[src/sv/websocket_frame_deframer_defines.svh]
// Assertion macros for the WebSocket frame deframer.
// Included by the top level only; no other dependencies.
`ifndef WEBSOCKET_FRAME_DEFRAMER_DEFINES_SVH
`define WEBSOCKET_FRAME_DEFRAMER_DEFINES_SVH

`ifndef SYNTHESIS
`define WSD_ASSERT_NEVER(label, clk, rst, expr) \
  label: assert property (@(posedge clk) disable iff (rst) !(expr)) \
    else $error("deframer check failed: condition must never hold");
`define WSD_ASSERT_IMPLIES(label, clk, rst, ante, cons) \
  label: assert property (@(posedge clk) disable iff (rst) (ante) |-> (cons)) \
    else $error("deframer check failed: same-cycle implication");
`define WSD_ASSERT_NEXT(label, clk, rst, ante, cons) \
  label: assert property (@(posedge clk) disable iff (rst) (ante) |=> (cons)) \
    else $error("deframer check failed: next-cycle implication");
`else
`define WSD_ASSERT_NEVER(label, clk, rst, expr)
`define WSD_ASSERT_IMPLIES(label, clk, rst, ante, cons)
`define WSD_ASSERT_NEXT(label, clk, rst, ante, cons)
`endif

`endif

[src/sv/wsd_pkg.sv]
// Shared types and constants for the WebSocket frame deframer.
// No dependencies; used by every module of the block.
package wsd_pkg;

  localparam logic [15:0] MAX_PAYLOAD_RST = 16'd4096;
  localparam int unsigned RQ_DEPTH = 4;   // result queue entries, at least 2

  localparam logic [3:0] OPC_MASK_LO = 4'hF;
  localparam logic [6:0] LEN_EXT16 = 7'd126;
  localparam logic [6:0] LEN_EXT64 = 7'd127;
  localparam logic [15:0] KEY_BYTES = 16'd4;

  localparam logic [3:0] OPC_CONT  = 4'h0;
  localparam logic [3:0] OPC_TEXT  = 4'h1;
  localparam logic [3:0] OPC_CLOSE = 4'h8;
  localparam logic [3:0] OPC_PING  = 4'h9;

  localparam logic [1:0] ST_OK    = 2'd0;
  localparam logic [1:0] ST_TRUNC = 2'd1;
  localparam logic [1:0] ST_LEN64 = 2'd2;
  localparam logic [1:0] ST_RANGE = 2'd3;

  localparam logic [1:0] ACT_DELIVER = 2'd0;
  localparam logic [1:0] ACT_CLOSE   = 2'd1;
  localparam logic [1:0] ACT_PONG    = 2'd2;
  localparam logic [1:0] ACT_IGNORE  = 2'd3;

  localparam logic KIND_DATA   = 1'b0;
  localparam logic KIND_STATUS = 1'b1;

  typedef enum logic [2:0] {
    PH_HDR0  = 3'd0,
    PH_HDR1  = 3'd1,
    PH_EXTHI = 3'd2,
    PH_EXTLO = 3'd3,
    PH_KEY   = 3'd4,
    PH_DATA  = 3'd5,
    PH_TAIL  = 3'd6
  } phase_t;

  typedef struct packed {
    logic [7:0] rx_byte;
    logic       buffer_end;
  } wsd_in_t;

  typedef struct packed {
    logic       kind;
    logic [7:0] data_byte;
    logic [1:0] status;
    logic [1:0] action;
    logic [3:0] frame_opcode;
    logic       last;
  } wsd_out_t;

  // Up to two results per byte; when only one, it is in slot a.
  typedef struct packed {
    logic     valid_a;
    wsd_out_t res_a;
    logic     valid_b;
    wsd_out_t res_b;
  } wsd_push_t;

endpackage

[src/sv/websocket_frame_deframer.sv]
// WebSocket frame deframer, top level. A request accepted into the input register
// is parsed from there, and its results are written to the result queue, which offers them.
// Throughput: one byte per cycle while the result queue has room; a byte that yields a
// payload byte and the frame status pushes both results into the result queue at once.
// Reset (synchronous, rst high) returns the parser to the first header byte,
// empties the queue and sets max_payload to 4096. Uses wsd_pkg, wsd_core, wsd_rq.
`include "websocket_frame_deframer_defines.svh"

module websocket_frame_deframer
  import wsd_pkg::*;
#(
  parameter int unsigned DEPTH = RQ_DEPTH
) (
  input  logic        clk,
  input  logic        rst,
  input  logic        in_valid,
  output logic        in_ready,
  input  wsd_in_t     in_data,
  output logic        out_valid,
  input  logic        out_ready,
  output wsd_out_t    out_data,
  input  logic        cfg_we,
  input  logic [15:0] cfg_wdata
);

  localparam int unsigned LVL_W = $clog2(DEPTH + 1);

  // Input register: holds one request until the queue has room for both
  // results that a single byte can cause.
  logic             in_q_valid;
  wsd_in_t          in_q;
  logic             room;
  logic             proc;
  logic [LVL_W-1:0] level;
  wsd_push_t        core_push;

  assign room     = (level <= LVL_W'(DEPTH - 2));
  assign proc     = in_q_valid && room;
  // Take a new request whenever the held one leaves this cycle or none is held.
  assign in_ready = !in_q_valid || room;

  always_ff @(posedge clk) begin
    if (rst) begin
      in_q_valid <= 1'b0;
    end else if (in_valid && in_ready) begin
      in_q_valid <= 1'b1;
    end else if (proc) begin
      in_q_valid <= 1'b0;
    end
  end

  always_ff @(posedge clk) begin
    if (in_valid && in_ready) begin
      in_q <= in_data;
    end
  end

  // Parser: header fields, mask key, unmasking and end-of-buffer status,
  // all in one pass over the held byte.
  wsd_core u_core (
    .clk       (clk),
    .rst       (rst),
    .cfg_we    (cfg_we),
    .cfg_wdata (cfg_wdata),
    .proc      (proc),
    .item      (in_q),
    .push      (core_push)
  );

  // Result queue: parts the parser from a stalled consumer.
  wsd_rq #(
    .DEPTH (DEPTH)
  ) u_rq (
    .clk       (clk),
    .rst       (rst),
    .push      (core_push),
    .out_valid (out_valid),
    .out_ready (out_ready),
    .out_data  (out_data),
    .level     (level)
  );

  // Queue never holds more than its depth.
  `WSD_ASSERT_NEVER(a_rq_bound, clk, rst, level > LVL_W'(DEPTH))
  // A second result is only ever the status after a payload byte.
  `WSD_ASSERT_IMPLIES(a_pair_order, clk, rst, core_push.valid_b, core_push.valid_a && core_push.res_a.kind == KIND_DATA && core_push.res_b.kind == KIND_STATUS)
  // Nothing is pushed without a held byte going through the parser.
  `WSD_ASSERT_IMPLIES(a_push_needs_item, clk, rst, !proc, !core_push.valid_a)
  // With no push and no pop the queue level holds.
  `WSD_ASSERT_NEXT(a_level_hold, clk, rst, !core_push.valid_a && !(out_valid && out_ready), $stable(level))

endmodule

[src/sv/wsd_rq.sv]
// Result queue of the WebSocket frame deframer: takes up to two results a cycle.
// Depends on wsd_pkg.
module wsd_rq
  import wsd_pkg::*;
#(
  parameter int unsigned DEPTH = RQ_DEPTH,
  localparam int unsigned PTR_W = (DEPTH > 1) ? $clog2(DEPTH) : 1,
  localparam int unsigned LVL_W = $clog2(DEPTH + 1)
) (
  input  logic             clk,
  input  logic             rst,
  input  wsd_push_t        push,
  output logic             out_valid,
  input  logic             out_ready,
  output wsd_out_t         out_data,
  output logic [LVL_W-1:0] level
);

  wsd_out_t         entries [DEPTH];
  logic [PTR_W-1:0] wptr, wptr_next, rptr, rptr_next;
  logic [PTR_W-1:0] wptr_p1, wptr_p2;
  logic [LVL_W-1:0] level_next;
  logic             pop;

  function automatic logic [PTR_W-1:0] ptr_inc(input logic [PTR_W-1:0] p);
    ptr_inc = (p == PTR_W'(DEPTH - 1)) ? '0 : p + PTR_W'(1);
  endfunction

  assign wptr_p1   = ptr_inc(wptr);
  assign wptr_p2   = ptr_inc(wptr_p1);
  assign out_valid = (level != '0);
  assign out_data  = entries[rptr];
  assign pop       = out_valid && out_ready;

  always_comb begin
    wptr_next  = push.valid_b ? wptr_p2 : (push.valid_a ? wptr_p1 : wptr);
    rptr_next  = pop ? ptr_inc(rptr) : rptr;
    level_next = level + LVL_W'(push.valid_a) + LVL_W'(push.valid_b) - LVL_W'(pop);
  end

  always_ff @(posedge clk) begin
    if (rst) begin
      wptr  <= '0;
      rptr  <= '0;
      level <= '0;
    end else begin
      wptr  <= wptr_next;
      rptr  <= rptr_next;
      level <= level_next;
    end
  end

  always_ff @(posedge clk) begin
    if (push.valid_a) begin
      entries[wptr] <= push.res_a;
    end
    if (push.valid_b) begin
      entries[wptr_p1] <= push.res_b;
    end
  end

endmodule

[src/sv/wsd_core.sv]
// Frame parser of the WebSocket frame deframer: header, key, unmasking, status.
// Depends on wsd_pkg.
module wsd_core
  import wsd_pkg::*;
(
  input  logic       clk,
  input  logic       rst,
  input  logic       cfg_we,
  input  logic [15:0] cfg_wdata,
  input  logic       proc,
  input  wsd_in_t    item,
  output wsd_push_t  push
);

  phase_t      phase, phase_upd, phase_next;
  logic [3:0]  opcode_held, opcode_upd, opcode_held_next;
  logic        mask_on, mask_upd, mask_on_next;
  logic [15:0] length_held, length_upd, length_held_next;
  logic [31:0] key_word, key_upd, key_word_next;
  logic [15:0] byte_position, pos_upd, byte_position_next;
  logic [1:0]  frame_fault, fault_upd, frame_fault_next;
  logic [15:0] max_payload;

  logic [7:0]  key_byte;
  logic [7:0]  plain_byte;
  logic [1:0]  end_status;
  logic [1:0]  end_action;
  wsd_out_t    data_res, status_res;
  logic        data_emit, status_emit;

  // Next state.
  always_comb begin
    logic        go_start;
    logic [15:0] start_len;
    logic [15:0] pos_inc;
    logic [15:0] len_cand;

    phase_upd  = phase;
    opcode_upd = opcode_held;
    mask_upd   = mask_on;
    length_upd = length_held;
    key_upd    = key_word;
    pos_upd    = byte_position;
    fault_upd  = frame_fault;
    go_start   = 1'b0;
    start_len  = length_held;
    pos_inc    = byte_position + 16'd1;
    len_cand   = 16'(item.rx_byte[6:0]);

    case (phase)
      PH_HDR0: begin
        opcode_upd = item.rx_byte[3:0] & OPC_MASK_LO;
        phase_upd  = PH_HDR1;
      end
      PH_HDR1: begin
        mask_upd = item.rx_byte[7];
        if (item.rx_byte[6:0] == LEN_EXT64) begin
          fault_upd = ST_LEN64;
          phase_upd = PH_TAIL;
        end else if (item.rx_byte[6:0] == LEN_EXT16) begin
          phase_upd = PH_EXTHI;
        end else begin
          length_upd = len_cand;
          if (item.rx_byte[7]) begin
            pos_upd   = '0;
            phase_upd = PH_KEY;
          end else begin
            go_start  = 1'b1;
            start_len = len_cand;
          end
        end
      end
      PH_EXTHI: begin
        length_upd = {item.rx_byte, 8'h00};
        phase_upd  = PH_EXTLO;
      end
      PH_EXTLO: begin
        length_upd = {length_held[15:8], item.rx_byte};
        if (mask_on) begin
          pos_upd   = '0;
          phase_upd = PH_KEY;
        end else begin
          go_start  = 1'b1;
          start_len = {length_held[15:8], item.rx_byte};
        end
      end
      PH_KEY: begin
        for (int i = 0; i < 4; i++) begin
          if (byte_position[1:0] == 2'(i)) begin
            key_upd[8*i +: 8] = key_word[8*i +: 8] | item.rx_byte;
          end
        end
        pos_upd = pos_inc;
        if (pos_inc >= KEY_BYTES) begin
          go_start = 1'b1;
        end
      end
      PH_DATA: begin
        pos_upd = pos_inc;
        if (pos_inc >= length_held) begin
          phase_upd = PH_TAIL;
        end
      end
      default: begin
        // tail and unused codes: drop the byte
      end
    endcase

    if (go_start) begin
      pos_upd = '0;
      if (start_len == '0) begin
        fault_upd = ST_RANGE;
        phase_upd = PH_TAIL;
      end else begin
        if (start_len > max_payload) begin
          fault_upd = ST_RANGE;
        end
        phase_upd = PH_DATA;
      end
    end

    // Buffer end returns the frame state to its start.
    if (item.buffer_end) begin
      phase_next         = PH_HDR0;
      opcode_held_next   = '0;
      mask_on_next       = 1'b0;
      length_held_next   = '0;
      key_word_next      = '0;
      byte_position_next = '0;
      frame_fault_next   = ST_OK;
    end else begin
      phase_next         = phase_upd;
      opcode_held_next   = opcode_upd;
      mask_on_next       = mask_upd;
      length_held_next   = length_upd;
      key_word_next      = key_upd;
      byte_position_next = pos_upd;
      frame_fault_next   = fault_upd;
    end
  end

  // Results.
  always_comb begin
    key_byte   = key_word[{byte_position[1:0], 3'b000} +: 8];
    plain_byte = mask_on ? (item.rx_byte ^ key_byte) : item.rx_byte;

    if (fault_upd == ST_LEN64) begin
      end_status = ST_LEN64;
    end else if (phase_upd != PH_TAIL) begin
      end_status = ST_TRUNC;
    end else begin
      end_status = fault_upd;
    end

    end_action = ACT_IGNORE;
    if (end_status == ST_OK) begin
      case (opcode_upd)
        OPC_CONT, OPC_TEXT: end_action = ACT_DELIVER;
        OPC_CLOSE:          end_action = ACT_CLOSE;
        OPC_PING:           end_action = ACT_PONG;
        default:            end_action = ACT_IGNORE;
      endcase
    end

    data_res.kind         = KIND_DATA;
    data_res.data_byte    = plain_byte;
    data_res.status       = ST_OK;
    data_res.action       = ACT_DELIVER;
    data_res.frame_opcode = opcode_held;
    data_res.last         = !item.buffer_end;

    status_res.kind         = KIND_STATUS;
    status_res.data_byte    = 8'h00;
    status_res.status       = end_status;
    status_res.action       = end_action;
    status_res.frame_opcode = opcode_upd;
    status_res.last         = 1'b1;

    data_emit   = proc && (phase == PH_DATA) && (frame_fault == ST_OK);
    status_emit = proc && item.buffer_end;

    push.valid_a = data_emit || status_emit;
    push.res_a   = data_emit ? data_res : status_res;
    push.valid_b = data_emit && status_emit;
    push.res_b   = status_res;
  end

  always_ff @(posedge clk) begin
    if (rst) begin
      phase         <= PH_HDR0;
      opcode_held   <= '0;
      mask_on       <= 1'b0;
      length_held   <= '0;
      key_word      <= '0;
      byte_position <= '0;
      frame_fault   <= ST_OK;
      max_payload   <= MAX_PAYLOAD_RST;
    end else begin
      if (proc) begin
        phase         <= phase_next;
        opcode_held   <= opcode_held_next;
        mask_on       <= mask_on_next;
        length_held   <= length_held_next;
        key_word      <= key_word_next;
        byte_position <= byte_position_next;
        frame_fault   <= frame_fault_next;
      end
      if (cfg_we) begin
        max_payload <= cfg_wdata;
      end
    end
  end

endmodule

[config.mk]
export PLATFORM = sky130hd
export DESIGN_NAME = websocket_frame_deframer
export DESIGN_NICKNAME = d
export VERILOG_FILES = /design/src/sv/wsd_pkg.sv /design/src/sv/websocket_frame_deframer.sv /design/src/sv/wsd_rq.sv /design/src/sv/wsd_core.sv
export VERILOG_INCLUDE_DIRS = /design/src /design/src/sv
export SDC_FILE = /design/constraint.sdc
export NUM_CORES = 1
export LEC_CHECK = 0
export BUFFER_PORTS_ARGS = -buffer_cell sky130_fd_sc_hd__buf_2
export CORE_ASPECT_RATIO = 0.7
export CORE_MARGIN = 10
export CORE_UTILIZATION = 50
export CTS_BUF_LIST = sky130_fd_sc_hd__clkbuf_4
export DETAILED_ROUTE_END_ITERATION = 6
export PLACE_DENSITY = 0.7
export SYNTH_ARGS = -nofsm -noshare
export SYNTH_HDL_FRONTEND = slang
export SYNTH_SLANG_ARGS = --single-unit
[constraint.sdc]
create_clock -name clk -period 3.6 [get_ports clk]
set_clock_uncertainty 0.1 [all_clocks]
set_input_delay 0.18 -clock clk [delete_from_list [all_inputs] [get_ports clk]]
set_output_delay 0.18 -clock clk [all_outputs]
set_load 0.01 [all_outputs]
==> metrics.yaml, run 1 <==
synthesis:
  syn_avg_cell_area_um2: 8.93
  ys_types: 64
  synthXorXnorAreaFrac_pct: 2.26
  synthTopCellsByArea: "dfxtp_1 (30%), edfxtp_1 (13%), mux4_2 (6.3%), ha_1 (6.0%), a21oi_1 (6.0%)"
  syn_inst: 1043
  yosysWarnings: 0
  yosysSeqAreaShare_pct: 43.3
  synth_mux_area_share_pct: 8.77
  synth-adder-area-share_pct: 6.47
  synth_top_family_by_area: "simple AND/OR/NAND/NOR gates"
  async_flop_share_pct: 0
  synth_seq_cells: 181
  synthesis.nets: 1120
  synthFlopType: "dfxtp_1"
  synth-compound-area-share_pct: 14.7
  synthSimpleGateAreaFrac_pct: 19.3
  synth.top_cell.area_share_pct: 30.1
  yosysTopAreaCell: "dfxtp_1"
  synth_edf_count: 41
  syn_area_um2: 9320
finish:
  diodes: 0
  multi_input_area_um2: 4920
  ff_latch_area_um2: 4040
  fillCellCount: 1565
  fin_nets: 1224
  layout-drive-gt1-share_pct: 17.7
  stdcell_area_um2: 10900
  syn_to_final_growth_pct: 16.6
critical_path:
  path_max_fanout: 4
  path_cells: "nand4_1, buf_4, nor4_2, or3_1, ha_1, a211o_1, a211oi_2, a2111oi_1, a211oi_1, a21oi_1, o22ai_2, mux2i_2, and3_1"
  arrival_ns: 3.91
  cp-end-kind: "flop"
  criticalPathCategory: "reg2reg"
  cp.depth: 13
  r2r_cells: 13
  slowest_delay_ns: 0.41
  crit_slowest_cell: "edfxtp_1"
  critPathRequiredTime_ns: 3.98
  crit_family: "compound AO/OA/AOI/OAI gates"
  cp.buffers_inverters: 1
  critPathLaunchType: "flop"
cts:
  cts_tree: "done"
  htree_levels: 4
  root_buffer: "clkbuf_4"
  cts_sinks: 181
  clk_latency_ns: 0.61
  clockBufferDepth: 2
  cts_buffers: 17
  clk_pin_slew_ns: 0.16
placement:
  post_dp_cell_area_um2: 10000
  place_hpwl_um: 17800
  gp_congestion: 0.971
  place_ws_ns: -0.129
  portBuffers: 49
hold_path:
  whs_path_depth: 3
  hp-class: "in2reg"
grt:
  grt_overflow: 0
  grt_max_degree: 65
  grt_usage_pct: 20.3
  antenna_found_initial: 0
  grt_pass1_wl_um: 40000
  grt_pass1_vias: 7410
detailed_routing:
  drt-vias-per-instance: 5.73
  drc: 0
  first_pass_iters: 7
  finalWirelength_um: 25100
  ant_nets: 0
  drtIter0Drc: 903
  wire_per_inst_um: 18.0
  vias: 8000
floorplan:
  die_w_um: 183
  die_area_um2: 24600
  start_util_pct: 51.3
  rows: 41
  io_pins: 50
  coreArea_um2: 18200
  dieHeight_um: 134
sta:
  finalCriticalPeriod_ns: 3.52
  relSlewSlack_pct: 30.1
  hold_ws_ns: 0.00673
  max_slew.worst_pin.slew_ns: 1.05
  drv_slew: 0
  period_share_pct: 97.9
  max_freq_mhz: 284
  tns_ns: 0
  setup_violations: 0
  hold_viol: 0
  layout_setup_ws_ns: 0.0773
power:
  vdd_drop_max_v: 0.000228
  p_leak_nw: 4.43
  power_density_nw_per_um2: 425
  total_power_mw: 4.62
run:
  maxCapViolations: 0
outcome:
  run_status: "finished, final reports clean"
-- flip-flops by register name, summed over array words and instances (netlist names), named ones only --
| register | count |
|---|---|
| u_core.byte_position | 16 |
| u_core.max_payload | 16 |
| in_q | 9 |
| in_q_valid | 1 |
| u_core.mask_on | 1 |
| u_core.phase | 3 |
| u_core.opcode_held | 4 |
| u_core.length_held | 16 |
| u_rq.entries | 72 |
| u_core.key_word | 32 |
| u_rq.wptr | 2 |
| u_rq.level | 3 |
| u_core.frame_fault | 2 |
| u_rq.rptr | 2 |
-- placed cells by master, fill, tap and decap left out, types with 5 or more instances in the layout --
| cell type | instances |
|---|---|
| nor2_1 | 137 |
| dfxtp_1 | 136 |
| nand2_1 | 123 |
| a21oi_1 | 111 |
| buf_4 | 64 |
| inv_1 | 55 |
| buf_2 | 49 |
| ha_1 | 43 |
| edfxtp_1 | 41 |
| nand3_1 | 33 |
| dlygate4sd3_1 | 32 |
| mux4_2 | 26 |
| mux2i_1 | 21 |
| nand4_1 | 19 |
| o21ai_0 | 19 |
| clkbuf_4 | 19 |
| nor3_1 | 17 |
| a22oi_1 | 16 |
| and2_1 | 15 |
| and3_1 | 13 |
| xor2_1 | 11 |
| xnor2_1 | 9 |
| a21o_1 | 9 |
| nor4_1 | 9 |
| nor2b_1 | 8 |
| o21ai_1 | 7 |
| a31oi_1 | 7 |
| o31ai_1 | 6 |
| a211oi_1 | 5 |
-- worst min-delay path, cell delays in order --
cell and delay (ns):
buf_2 0.26, mux2i_1 0.20, nor2_1 0.05
-- cells by family (layout without fill, tap and decap cells) --
logic type,Yosys count,count (layout)
compound gates,223,223
xor+xnor,24,24
fa+ha+maj,47,47
buf+inv,120,236
flops,181,181
mux,49,49
simple gates,399,400
-- routing by layer --
layer | part of all wire [%] | vias up | GRT usage [%]
met5 | 0 | - | 0
met4 | 0.66 | 0 | 3.63
met3 | 8.7 | 21 | 5.75
met2 | 42 | 297 | 28.6
met1 | 49 | 3785 | 30.1
li1 | - | 3897 | -
-- cell usage after synthesis, types with 11 or more instances --
cell type	count
a21oi_1	111
o21ai_0	23
and3_1	14
mux4_2	26
nand4_1	19
and2_1	15
inv_1	56
mux2i_1	22
edfxtp_1	41
nor3_1	19
a22oi_1	16
nand3_1	34
clkbuf_1	38
buf_1	11
ha_1	45
nand2_1	124
xnor2_1	12
nor2_1	138
xor2_1	12
dfxtp_1	140
-- area by class of cell --
cell class / instances / area share (%)
clock inverters: 13 / 1.59
clock buffers: 19 / 1.31
flip-flops and latches: 181 / 37.2
repair buffers: 147 / 10.0
well taps: 236 / 2.72
multi-input cells: 743 / 45.2
inverters: 57 / 1.97
-- what timing repair did --
| item | CTS | global route |
|---|---|---|
| resized for setup | 4 | 29 |
| hold buffers | 32 | 0 |
| endpoints found under the hold margin | 30 | 0 |
| cloned | 0 | 1 |
| pin swaps | 0 | 19 |
| endpoints found under the setup margin | 8 | 17 |
| setup buffers | 0 | 7 |
-- power breakdown --
| group | internal [mW] | leakage, nW | total (mW) | switching, mW |
|---|---|---|---|---|
| clock network | 0.512 | 0.169 | 1.28 | 0.764 |
| registers | 2.21 | 1.55 | 2.30 | 0.0889 |
| logic | 0.435 | 2.72 | 1.04 | 0.608 |
-- path summary, 6_finish.rpt --
| path | endpoint | startpoint | slack [ns] |
|---|---|---|---|
| setup reg to reg | u_rq.entries[1][8] | in_q[4] | 0.08 |
| setup / recovery | u_rq.entries[1][8] | in_q[4] | 0.08 |
| hold reg to reg | u_rq.entries[1][17] | u_rq.entries[1][17] | 0.35 |
| hold / removal | u_core.max_payload[0] | cfg_we | 0.007 |
-- through the flow --
step	cells	util (%)
floorplan	1043	-
global route	1396	59.8
global placement	1324	55.3
finish	1396	59.8
detailed placement	1324	55.3
CTS	1388	58.9
No activity file was read; power rests on OpenSTA's default activity.
==> inputs of run 2 (changes only) <==
- HOLD_SLACK_MARGIN: not set -> 0.15
==> metrics.yaml, run 2 (synthesis results as in run 1) <==
floorplan:
  rows: 41  # unchanged
  io_pins: 50  # unchanged
  start_util_pct: 51.3  # unchanged
  die_w_um: 183  # unchanged
  die_area_um2: 24600  # unchanged
  dieHeight_um: 134  # unchanged
  coreArea_um2: 18200  # unchanged
finish:
  fin_nets: 1246  # +1.8%
  syn_to_final_growth_pct: 19.0
  layout-drive-gt1-share_pct: 17.3  # -0.33 points
  final_cell_mix: "nor2_1 (137), dfxtp_1 (136), nand2_1 (123)"
  largest_reg_flops: 72  # unchanged
  stdcell_count: 1418  # +1.6%
  largest_register: "u_rq.entries"
  final_common_cell: "nor2_1"
  diodes: 0  # unchanged
  largest_registers: "u_rq.entries (72), u_core.key_word (32)"
critical_path:
  critPathLaunchType: "flop"
  rrSetupSlack_ns: 0.09  # about the same
  criticalPathCategory: "reg2reg"
  r2r_cells: 15  # +2
  cp-end-kind: "flop"
  arrival_ns: 3.78  # -0.13 ns
  critPathRequiredTime_ns: 3.87  # -0.11 ns
  path_max_fanout: 7  # +3
detailed_routing:
  drt-vias-per-instance: 5.72  # -0.16%
  ant_nets: 0  # unchanged
  finalWirelength_um: 25400  # +1.2%
  drc: 0  # unchanged
  wire_per_inst_um: 17.9  # -0.37%
  vias: 8113  # +1.4%
  first_pass_iters: 5  # -2
  drtIter0Drc: 886  # -1.9%
cts:
  clockBufferDepth: 2  # unchanged
  clk_latency_ns: 0.61  # about the same
  htree_levels: 4  # unchanged
  cts_tree: "done"
  root_buffer: "clkbuf_4"
  cts_sinks: 181  # unchanged
  clk_pin_slew_ns: 0.15  # about the same
  cts_buffers: 17  # unchanged
sta:
  tns_ns: 0  # unchanged
  hold_ws_ns: 0.202  # +0.195 ns
  max_freq_mhz: 285  # +0.43%
  relSlewSlack_pct: 29.9  # -0.24 points
  hold_viol: 0  # unchanged
  drv_slew: 0  # unchanged
  period_share_pct: 97.4  # -0.41 points
  setup_violations: 0  # unchanged
  finalCriticalPeriod_ns: 3.51  # -0.0149 ns
  max_slew.worst_pin.slew_ns: 1.05  # +0.00362 ns
placement:
  dp.cells: 1324  # unchanged
  place_hpwl_um: 17800  # unchanged
  gp_congestion: 0.971  # unchanged
  portBuffers: 49  # unchanged
power:
  p_leak_nw: 4.53  # +2.1%
  power_density_nw_per_um2: 419  # -1.4%
  vdd_drop_max_v: 0.000228  # about the same
hold_path:
  hp-class: "in2reg"
  whs_path_depth: 2  # -1
grt:
  grt_usage_pct: 20.6  # +0.26 points
  grt_overflow: 0  # unchanged
  grt_pass1_wl_um: 40600  # +1.4%
  grt_max_degree: 65  # unchanged
  antenna_found_initial: 0  # unchanged
  grt_pass1_vias: 7555  # +2.0%
run:
  maxCapViolations: 0  # unchanged
outcome:
  run_status: "finished, final reports clean"
## run 2: area by class of cell
| class | instances | area [um2] |
|---|---|---|
| Clock buffer | 19 | 143 |
| Clock inverter | 13 | 173 |
| Multi-Input combinational cell | 743 | 4920 |
| Sequential cell | 181 | 4040 |
| Inverter | 57 | 214 |
| Timing Repair Buffer | 169 | 1310 |
| Tap cell | 236 | 295 |
| Fill cell | 1552 | 7070 |
## run 2: timing repair
action                                 in CTS  in global routing
endpoints found under the hold margin      54                  3
setup endpoints to repair                   8                 17
resized for setup                           4                 29
pin swaps                                   0                 19
cloned                                      0                  1
hold buffers                               51                  3
setup buffers                               0                  7
## run 2: per-layer routing
layer,share of wire (%),routed length (um),GRT usage (%),up-vias
met5,0,0,0,-
met4,0.92,233,3.81,0
met3,8.5,2170,5.72,25
met2,42,10600,29.2,312
met1,49,12400,30.4,3839
li1,-,-,-,3937
## run 2: power by group
part	switching (mW)	internal (mW)
clock network	0.766	0.512
logic	0.613	0.455
registers	0.0889	2.21
## run 2: stage by stage
stage | setup WS (ns) | power (mW) | cell area [um2] | util, %
floorplan | 0.00118 | 2.99 | 9320 | -
detailed placement | -0.129 | 3.33 | 10000 | 55.3
finish | 0.0922 | 4.65 | 11100 | 61.0
CTS | 0.00357 | 4.63 | 10900 | 60.0
global route | -0.0499 | 4.89 | 11100 | 61.0
global placement | 0.00235 | 3.31 | 10000 | 55.3
## run 2: path summary, 6_finish.rpt
path / from / end
worst max-delay path: in_q[7] / u_rq.entries[1][8]
worst min-delay path: in_data[2] / in_q[2]
worst max register to register: in_q[7] / u_rq.entries[1][8]
worst min register to register: u_rq.entries[1][17] / u_rq.entries[1][17]
## run 2: critical path, stage by stage (launching register included)
cell	delay [ns]
edfxtp_1	0.37
nand4_1	0.26
o211ai_1	0.31
buf_4	0.18
nand2_4	0.07
nand2_1	0.07
o21ai_1	0.06
ha_1	0.29
nor2b_1	0.14
o2111ai_1	0.16
a2111oi_1	0.42
a211oi_1	0.08
a21oi_1	0.22
o22ai_2	0.18
mux2i_2	0.20
and3_1	0.17
